$ cat src/sv/bsb_pkg.sv
// Shared constants and control/status types for the byte bubble sorter.
`default_nettype none

package bsb_pkg;

  localparam int MAX_ITEMS = 32;
  localparam int DATA_W    = 8;
  localparam int IDX_W     = $clog2(MAX_ITEMS);
  localparam int CNT_W     = $clog2(MAX_ITEMS + 1);

  // Commands from the controller to the datapath.
  typedef struct packed {
    logic store;        // input beat accepted
    logic pass_start;   // read entry 0, index to 1
    logic load_held;    // held <= first entry of the pass
    logic cmp_step;     // compare-and-swap one adjacent pair
    logic pass_end;     // write held at top of unsorted part
    logic out_start;    // index to 0 for unloading
    logic out_capture;  // load result register from the store
    logic out_next;     // result beat taken, advance index
    logic finish;       // batch done, clear count and flag
  } cmd_t;

  // Status from the datapath to the controller.
  typedef struct packed {
    logic limit_gt1;    // unsorted part still has a pair
    logic cmp_last;     // current compare is the last of the pass
    logic out_last;     // result register holds the final element
  } stat_t;

endpackage

`default_nettype wire

$ cat src/sv/bsb_ram.sv
// Generic single-write, single-read RAM with registered read data.
`default_nettype none

module bsb_ram #(
  parameter int WIDTH = 8,
  parameter int DEPTH = 32
) (
  input  wire logic                     clk,
  input  wire logic                     wr_en,
  input  wire logic [$clog2(DEPTH)-1:0] wr_addr,
  input  wire logic [WIDTH-1:0]         wr_data,
  input  wire logic [$clog2(DEPTH)-1:0] rd_addr,
  output logic      [WIDTH-1:0]         rd_data
);

  logic [WIDTH-1:0] mem [DEPTH];

  always_ff @(posedge clk) begin
    if (wr_en) begin
      mem[wr_addr] <= wr_data;
    end
    rd_data <= mem[rd_addr];
  end

endmodule

`default_nettype wire

$ cat src/sv/bsb_dp.sv
// Datapath: element store, batch count, pass limit, held value and result register.
`default_nettype none

module bsb_dp (
  input  wire logic                      clk,
  input  wire logic                      rst,
  input  wire bsb_pkg::cmd_t             cmd,
  input  wire logic [bsb_pkg::DATA_W-1:0] value,
  input  wire logic                      last_in,
  output bsb_pkg::stat_t                 stat,
  output logic [bsb_pkg::DATA_W-1:0]     sorted_value,
  output logic                           last_out,
  output logic                           overflow
);

  logic [bsb_pkg::CNT_W-1:0]  count;
  logic                       ovf_seen;
  logic [bsb_pkg::CNT_W-1:0]  limit;
  logic [bsb_pkg::CNT_W-1:0]  idx;
  logic [bsb_pkg::DATA_W-1:0] held;

  logic                       full;
  logic [bsb_pkg::CNT_W-1:0]  count_inc;
  logic [bsb_pkg::CNT_W-1:0]  idx_m2;
  logic [bsb_pkg::CNT_W-1:0]  limit_m1;
  logic [bsb_pkg::CNT_W-1:0]  idx_p1;
  logic                       held_gt;

  logic                       wr_en;
  logic [bsb_pkg::IDX_W-1:0]  wr_addr;
  logic [bsb_pkg::DATA_W-1:0] wr_data;
  logic [bsb_pkg::IDX_W-1:0]  rd_addr;
  logic [bsb_pkg::DATA_W-1:0] rd_data;

  assign full      = (count == bsb_pkg::CNT_W'(bsb_pkg::MAX_ITEMS));
  assign count_inc = count + bsb_pkg::CNT_W'(1);
  assign idx_m2    = idx - bsb_pkg::CNT_W'(2);
  assign limit_m1  = limit - bsb_pkg::CNT_W'(1);
  assign idx_p1    = idx + bsb_pkg::CNT_W'(1);
  assign held_gt   = (held > rd_data);

  assign stat.limit_gt1 = (limit > bsb_pkg::CNT_W'(1));
  assign stat.cmp_last  = (idx == limit);
  assign stat.out_last  = (idx_p1 == count);

  // Write port: intake, pass compares (lower of the pair), pass end (held max).
  always_comb begin
    wr_en   = 1'b0;
    wr_addr = count[bsb_pkg::IDX_W-1:0];
    wr_data = value;
    if (cmd.store) begin
      wr_en = !full;
    end else if (cmd.cmp_step) begin
      wr_en   = 1'b1;
      wr_addr = idx_m2[bsb_pkg::IDX_W-1:0];
      wr_data = held_gt ? rd_data : held;
    end else if (cmd.pass_end) begin
      wr_en   = 1'b1;
      wr_addr = limit_m1[bsb_pkg::IDX_W-1:0];
      wr_data = held;
    end
  end

  assign rd_addr = cmd.pass_start ? '0 : idx[bsb_pkg::IDX_W-1:0];

  bsb_ram #(
    .WIDTH (bsb_pkg::DATA_W),
    .DEPTH (bsb_pkg::MAX_ITEMS)
  ) u_store (
    .clk     (clk),
    .wr_en   (wr_en),
    .wr_addr (wr_addr),
    .wr_data (wr_data),
    .rd_addr (rd_addr),
    .rd_data (rd_data)
  );

  always_ff @(posedge clk) begin
    if (rst) begin
      count    <= '0;
      ovf_seen <= 1'b0;
    end else if (cmd.finish) begin
      count    <= '0;
      ovf_seen <= 1'b0;
    end else if (cmd.store) begin
      if (full) begin
        ovf_seen <= 1'b1;
      end else begin
        count <= count_inc;
      end
    end
  end

  always_ff @(posedge clk) begin
    if (cmd.store && last_in) begin
      limit <= full ? count : count_inc;
    end else if (cmd.pass_end) begin
      limit <= limit_m1;
    end

    if (cmd.pass_start) begin
      idx <= bsb_pkg::CNT_W'(1);
    end else if (cmd.load_held || cmd.cmp_step || cmd.out_next) begin
      idx <= idx_p1;
    end else if (cmd.out_start) begin
      idx <= '0;
    end

    if (cmd.load_held) begin
      held <= rd_data;
    end else if (cmd.cmp_step && !held_gt) begin
      held <= rd_data;
    end

    if (cmd.out_capture) begin
      sorted_value <= rd_data;
      last_out     <= stat.out_last;
      overflow     <= ovf_seen;
    end
  end

endmodule

`default_nettype wire

$ cat src/sv/bsb_ctrl.sv
// Controller: sequences intake, sort passes and result unloading.
`default_nettype none

module bsb_ctrl (
  input  wire logic           clk,
  input  wire logic           rst,
  input  wire logic           item_valid,
  input  wire logic           last_in,
  input  wire logic           result_stall,
  input  wire bsb_pkg::stat_t stat,
  output bsb_pkg::cmd_t       cmd,
  output logic                item_stall,
  output logic                result_valid
);

  localparam logic [3:0] S_IDLE  = 4'd0;
  localparam logic [3:0] S_CHECK = 4'd1;
  localparam logic [3:0] S_LOAD  = 4'd2;
  localparam logic [3:0] S_CMP   = 4'd3;
  localparam logic [3:0] S_END   = 4'd4;
  localparam logic [3:0] S_ORD   = 4'd5;
  localparam logic [3:0] S_OLD   = 4'd6;
  localparam logic [3:0] S_OWT   = 4'd7;

  logic [3:0] state;
  logic [3:0] state_next;

  assign item_stall   = (state != S_IDLE);
  assign result_valid = (state == S_OWT);

  always_comb begin
    cmd        = '0;
    state_next = state;
    unique case (state)
      S_IDLE: begin
        if (item_valid) begin
          cmd.store = 1'b1;
          if (last_in) begin
            state_next = S_CHECK;
          end
        end
      end
      S_CHECK: begin
        if (stat.limit_gt1) begin
          cmd.pass_start = 1'b1;
          state_next     = S_LOAD;
        end else begin
          cmd.out_start = 1'b1;
          state_next    = S_ORD;
        end
      end
      S_LOAD: begin
        cmd.load_held = 1'b1;
        state_next    = S_CMP;
      end
      S_CMP: begin
        cmd.cmp_step = 1'b1;
        if (stat.cmp_last) begin
          state_next = S_END;
        end
      end
      S_END: begin
        cmd.pass_end = 1'b1;
        state_next   = S_CHECK;
      end
      S_ORD: begin
        state_next = S_OLD;
      end
      S_OLD: begin
        cmd.out_capture = 1'b1;
        state_next      = S_OWT;
      end
      S_OWT: begin
        if (!result_stall) begin
          if (stat.out_last) begin
            cmd.finish = 1'b1;
            state_next = S_IDLE;
          end else begin
            cmd.out_next = 1'b1;
            state_next   = S_ORD;
          end
        end
      end
      default: begin
        state_next = S_IDLE;
      end
    endcase
  end

  always_ff @(posedge clk) begin
    if (rst) begin
      state <= S_IDLE;
    end else begin
      state <= state_next;
    end
  end

endmodule

`default_nettype wire

$ cat src/sv/bubble_sort_bytes_unit.sv
// Top level of the byte bubble sorter: controller plus datapath.
//
//   channel   valid          stall          payload
//   -------   ------------   ------------   ------------------------------------
//   item      item_valid     item_stall     value[7:0], last_in
//   result    result_valid   result_stall   sorted_value[7:0], last_out, overflow
//
// Intake takes one beat per cycle while item_stall is low. After the beat with
// last_in set, a batch of N stored bytes is sorted by N-1 passes, each pass
// walking the unsorted part with one store read port feeding the compare; each
// result beat is read from the store, captured in the result register and held
// until taken. Bytes past 32 are dropped. item_stall is high after the final
// intake beat until the last result beat is taken. Synchronous reset clears
// count, overflow flag and controller state; the store itself is not cleared,
// as only entries of the current batch are read.
`default_nettype none

module bubble_sort_bytes_unit (
  input  wire logic                       clk,
  input  wire logic                       rst,
  input  wire logic                       item_valid,
  output logic                            item_stall,
  input  wire logic [bsb_pkg::DATA_W-1:0] value,
  input  wire logic                       last_in,
  output logic                            result_valid,
  input  wire logic                       result_stall,
  output logic [bsb_pkg::DATA_W-1:0]      sorted_value,
  output logic                            last_out,
  output logic                            overflow
);

  // Command and status groups between sequencer and datapath.
  bsb_pkg::cmd_t  cmd;
  bsb_pkg::stat_t stat;

  bsb_ctrl u_ctrl (
    .clk          (clk),
    .rst          (rst),
    .item_valid   (item_valid),
    .last_in      (last_in),
    .result_stall (result_stall),
    .stat         (stat),
    .cmd          (cmd),
    .item_stall   (item_stall),
    .result_valid (result_valid)
  );

  // Store, counters and the result register live here; the result register
  // holds steady while result_valid is high and the beat is stalled.
  bsb_dp u_dp (
    .clk          (clk),
    .rst          (rst),
    .cmd          (cmd),
    .value        (value),
    .last_in      (last_in),
    .stat         (stat),
    .sorted_value (sorted_value),
    .last_out     (last_out),
    .overflow     (overflow)
  );

endmodule

`default_nettype wire

$ cat config.mk
export PLATFORM = sky130hd
export DESIGN_NAME = bubble_sort_bytes_unit
export DESIGN_NICKNAME = d
export VERILOG_FILES = /design/src/sv/bsb_pkg.sv /design/src/sv/bsb_ram.sv /design/src/sv/bsb_dp.sv /design/src/sv/bsb_ctrl.sv /design/src/sv/bubble_sort_bytes_unit.sv
export SDC_FILE = /design/constraint.sdc
export NUM_CORES = 1
export LEC_CHECK = 0
export BUFFER_PORTS_ARGS = -buffer_cell sky130_fd_sc_hd__buf_2
export CAP_MARGIN = 20
export CORE_MARGIN = 10
export CORE_UTILIZATION = 45
export DETAILED_ROUTE_END_ITERATION = 16
export HOLD_SLACK_MARGIN = 0.12
export SETUP_SLACK_MARGIN = 0.3
export SLEW_MARGIN = 30
export SYNTH_ARGS = -nofsm -noshare
export SYNTH_HDL_FRONTEND = slang
export SYNTH_HIERARCHICAL = 1
export SYNTH_SLANG_ARGS = --single-unit
$ cat constraint.sdc
create_clock -name clk -period 4.3 [get_ports clk]
set_clock_uncertainty 0.05 [all_clocks]
set_input_delay 1.075 -clock clk [delete_from_list [all_inputs] [get_ports clk]]
set_output_delay 1.075 -clock clk [all_outputs]
set_load 0.01 [all_outputs]
==> results.ini <==
[run_status]
status = finished, final reports clean

[drt]
wirelength_met1_um = 12200
viasPerCell = 5.71
drc = 0
dr_total_vias = 7025
wl_per_cell_um = 22.8
routed.top_layer = met4
wl_met3_um = 1680
wl_met2_um = 13600
wl_um = 28100
dr.pass1.iters = 5
first_iter_violations = 548
antenna_left = 0

[final_layout]
nets = 850
final_common_cell = edfxtp_1
area_growth_pct = 14.2
postLayoutCellArea_mm2 = 0.0148
final_util_pct = 51.9
final_cell_mix = edfxtp_1 (280), mux4_2 (80), nor2_1 (57)
fillers = 2311
drive_above_1_share_pct = 28.5

[setup_path]
crit_fanout = 36
cp-end-kind = register
critPathKind = register to register
crit_required_ps = 4700
reg2reg_depth = 8
arrival_ps = 4240
cp-start-kind = register

[pwr]
vdd_drop_max_mv = 0.327
pwr-share-comb_pct = 24.3
swShare_pct = 28.0
power-per-cell-area_mw_per_mm2 = 566
clkPwrFrac_pct = 31.9
p_leak_nw = 4.79
p_seq_share_pct = 43.8
power_mw = 8.40
power_switching_mw = 2.35
p_int_mw = 6.04

[timing]
fin_crit_ps = 3830
hold_ws_ps = 400
rsz0062_at_grt = no
max_freq_ghz = 0.261
slew_headroom_pct = 44.9
period_share_pct = 89.2
fin_tns_setup_ps = 0
finalSetupViolCount = 0
tightest_slew_ps = 818
hold_viol_final = 0
finalMaxSlewViolations = 0

[clocking]
cts_tree = done
cts_root_buf = clkbuf_16
cts.repair.resized = 0
clkTransAtPathRegs_ps = 60
numCtsBuffers = 30
htreeDepth = 1
clock_path_buffers = 3
clock_sinks = 304
post_cts_buffers = 0
clk_latency_ps = 560
holdBufCountCts = 0

[yosys]
ys_seq_elements = 304
syn_area_per_cell_um2 = 17.1
synth_top_family_by_area = multiplexers
syn-num-nets = 786
synth_edf_count = 280
synth_mux_area_share_pct = 14.6
yosys_warnings = 6
synthSimpleGateAreaFrac_pct = 7.02
synthCells = 758
syn_area_mm2 = 0.0130
synth_compound_area_share_pct = 3.96
synth-xor-area-share_pct = 2.16
synth_ff_type = edfxtp_1
synthDistinctLibCells = 57
synthArstFlopShare_pct = 0
seq_area_frac_synth_pct = 68.4
synthAdderAreaFrac_pct = 1.44

[placement]
port_buffers = 24
place_area_mm2 = 0.0138
gp_congestion = 0.838
dp_hpwl_um = 18800

[floorplanning]
fp.dieW_um = 190
ios = 25
start_util_pct = 45.4
num_rows = 62
die_area_mm2 = 0.0361
coreArea_mm2 = 0.0286
die_h_um = 190

[hold_path]
hp-class = register to register
whs_path_depth = 0

[global_routing]
grt_pass1_wl_um = 43900
grt_usage_pct = 15.7
gr-total-overflow = 0
grt_pass1_vias = 7115
grt_max_degree = 65
antenna_found_initial = 1

[run]
max_cap_viol_count = 0

critical path, cell delays in order, from the launching register on:
cell and delay, ps:
edfxtp_1 460, or3_1 430, or3_1 430, and4bb_2 360, nor2b_4 210, buf_12 300
mux4_2 590, mux4_2 550, mux2_2 300
flip-flops by register name, indices dropped and copies added (netlist names):
| register | flops |
|---|---|
| u_dp/ovf_seen | 1 |
| u_dp/u_store/rd_data | 8 |
| u_dp/overflow | 1 |
| u_dp/count | 6 |
| u_dp/u_store/mem | 256 |
| u_dp/last_out | 1 |
| u_dp/idx | 6 |
| u_dp/limit | 6 |
| u_dp/sorted_value | 8 |
| u_ctrl/state | 3 |
| u_dp/held | 8 |
cell usage after synthesis, types with 2 or more instances:
master     number  area share, %
edfxtp_1      280             65
mux4_2         80             14
nor2_1         59            1.7
nand2_1        30           0.87
a21oi_1        27            1.0
dfxtp_1        24            3.7
xnor2_1        21            1.4
inv_1          18           0.52
nand3_1        18           0.69
clkbuf_1       15           0.43
ha_1           15            1.4
nor2b_1        14           0.67
xor2_1         11           0.74
o21ai_0        10           0.39
a31oi_1         9           0.43
buf_1           9           0.26
buf_4           9           0.52
nor3_1          9           0.35
mux2_2          8           0.69
o2111ai_1       8           0.54
or3_2           7           0.40
buf_2           6           0.23
nand3b_1        6           0.35
nand4_1         6           0.29
a22oi_1         5           0.29
or3_1           5           0.24
buf_6           4           0.35
o22a_1          4           0.27
a21oi_2         3           0.20
nor3b_1         3           0.17
o21ai_1         3           0.12
or3b_2          3           0.20
a21o_1          2           0.12
and2_1          2          0.096
and3_1          2          0.096
or2_2           2          0.096
layout make-up:
| type | instances | area (µm²) | area share [%] |
|---|---|---|---|
| Sequential cell | 304 | 8890 | 59.9 |
| Clock inverter | 26 | 280 | 1.89 |
| Timing Repair Buffer | 76 | 548 | 3.69 |
| Clock buffer | 30 | 751 | 5.06 |
| Antenna cell | 1 | 2.50 | 0.0169 |
| Tap cell | 384 | 480 | 3.24 |
| Multi-Input combinational cell | 392 | 3820 | 25.8 |
| Inverter | 18 | 67.6 | 0.455 |
through the flow:
| step | setup WS (ps) | cells |
|---|---|---|
| 4_1_cts | 435 | 1230 |
| 3_5_place_dp | 433 | 1174 |
| 5_1_grt | 319 | 1230 |
| 6_report | 466 | 1231 |
| 3_3_place_gp | 483 | 1174 |
| 2_1_floorplan | 692 | 758 |
final timing paths:
kind                               startpoint                       to  slack (ps)
worst max-delay path            u_dp/limit[2]  u_dp/u_store/rd_data[5]         470
worst min register to register  u_dp/ovf_seen            u_dp/overflow         400
worst max register to register  u_dp/limit[2]  u_dp/u_store/rd_data[5]         470
worst min-delay path            u_dp/ovf_seen            u_dp/overflow         400
metal layers:
layer  GRT usage [%]  vias to the layer above
li1                -                     3127
met1            21.4                     3641
met2            25.5                      207
met3            2.78                       50
met4            4.24                        0
met5               0                        -
power groups by stage:
stage | combinational (mW) | clock [mW] | sequential, mW
after floorplan | 1.53 | 0 | 3.65
after global placement | 1.99 | 0 | 3.74
after detailed placement | 2.06 | 0 | 3.74
after CTS | 2.08 | 2.73 | 3.68
after global routing | 2.22 | 2.86 | 3.70
final | 2.04 | 2.68 | 3.68
kinds of logic (layout without fill, tap and decap cells):
logic type	after synthesis	in the layout
DFF	304	304
xor gates and xnor gates	32	32
AOI/OAI and AO/OA	80	80
muxes	89	89
and+or+nand+nor	176	176
adders and majority gates	15	15
buffers and inverters	62	150
other	0	1
(Power assumes the default switching activity.)
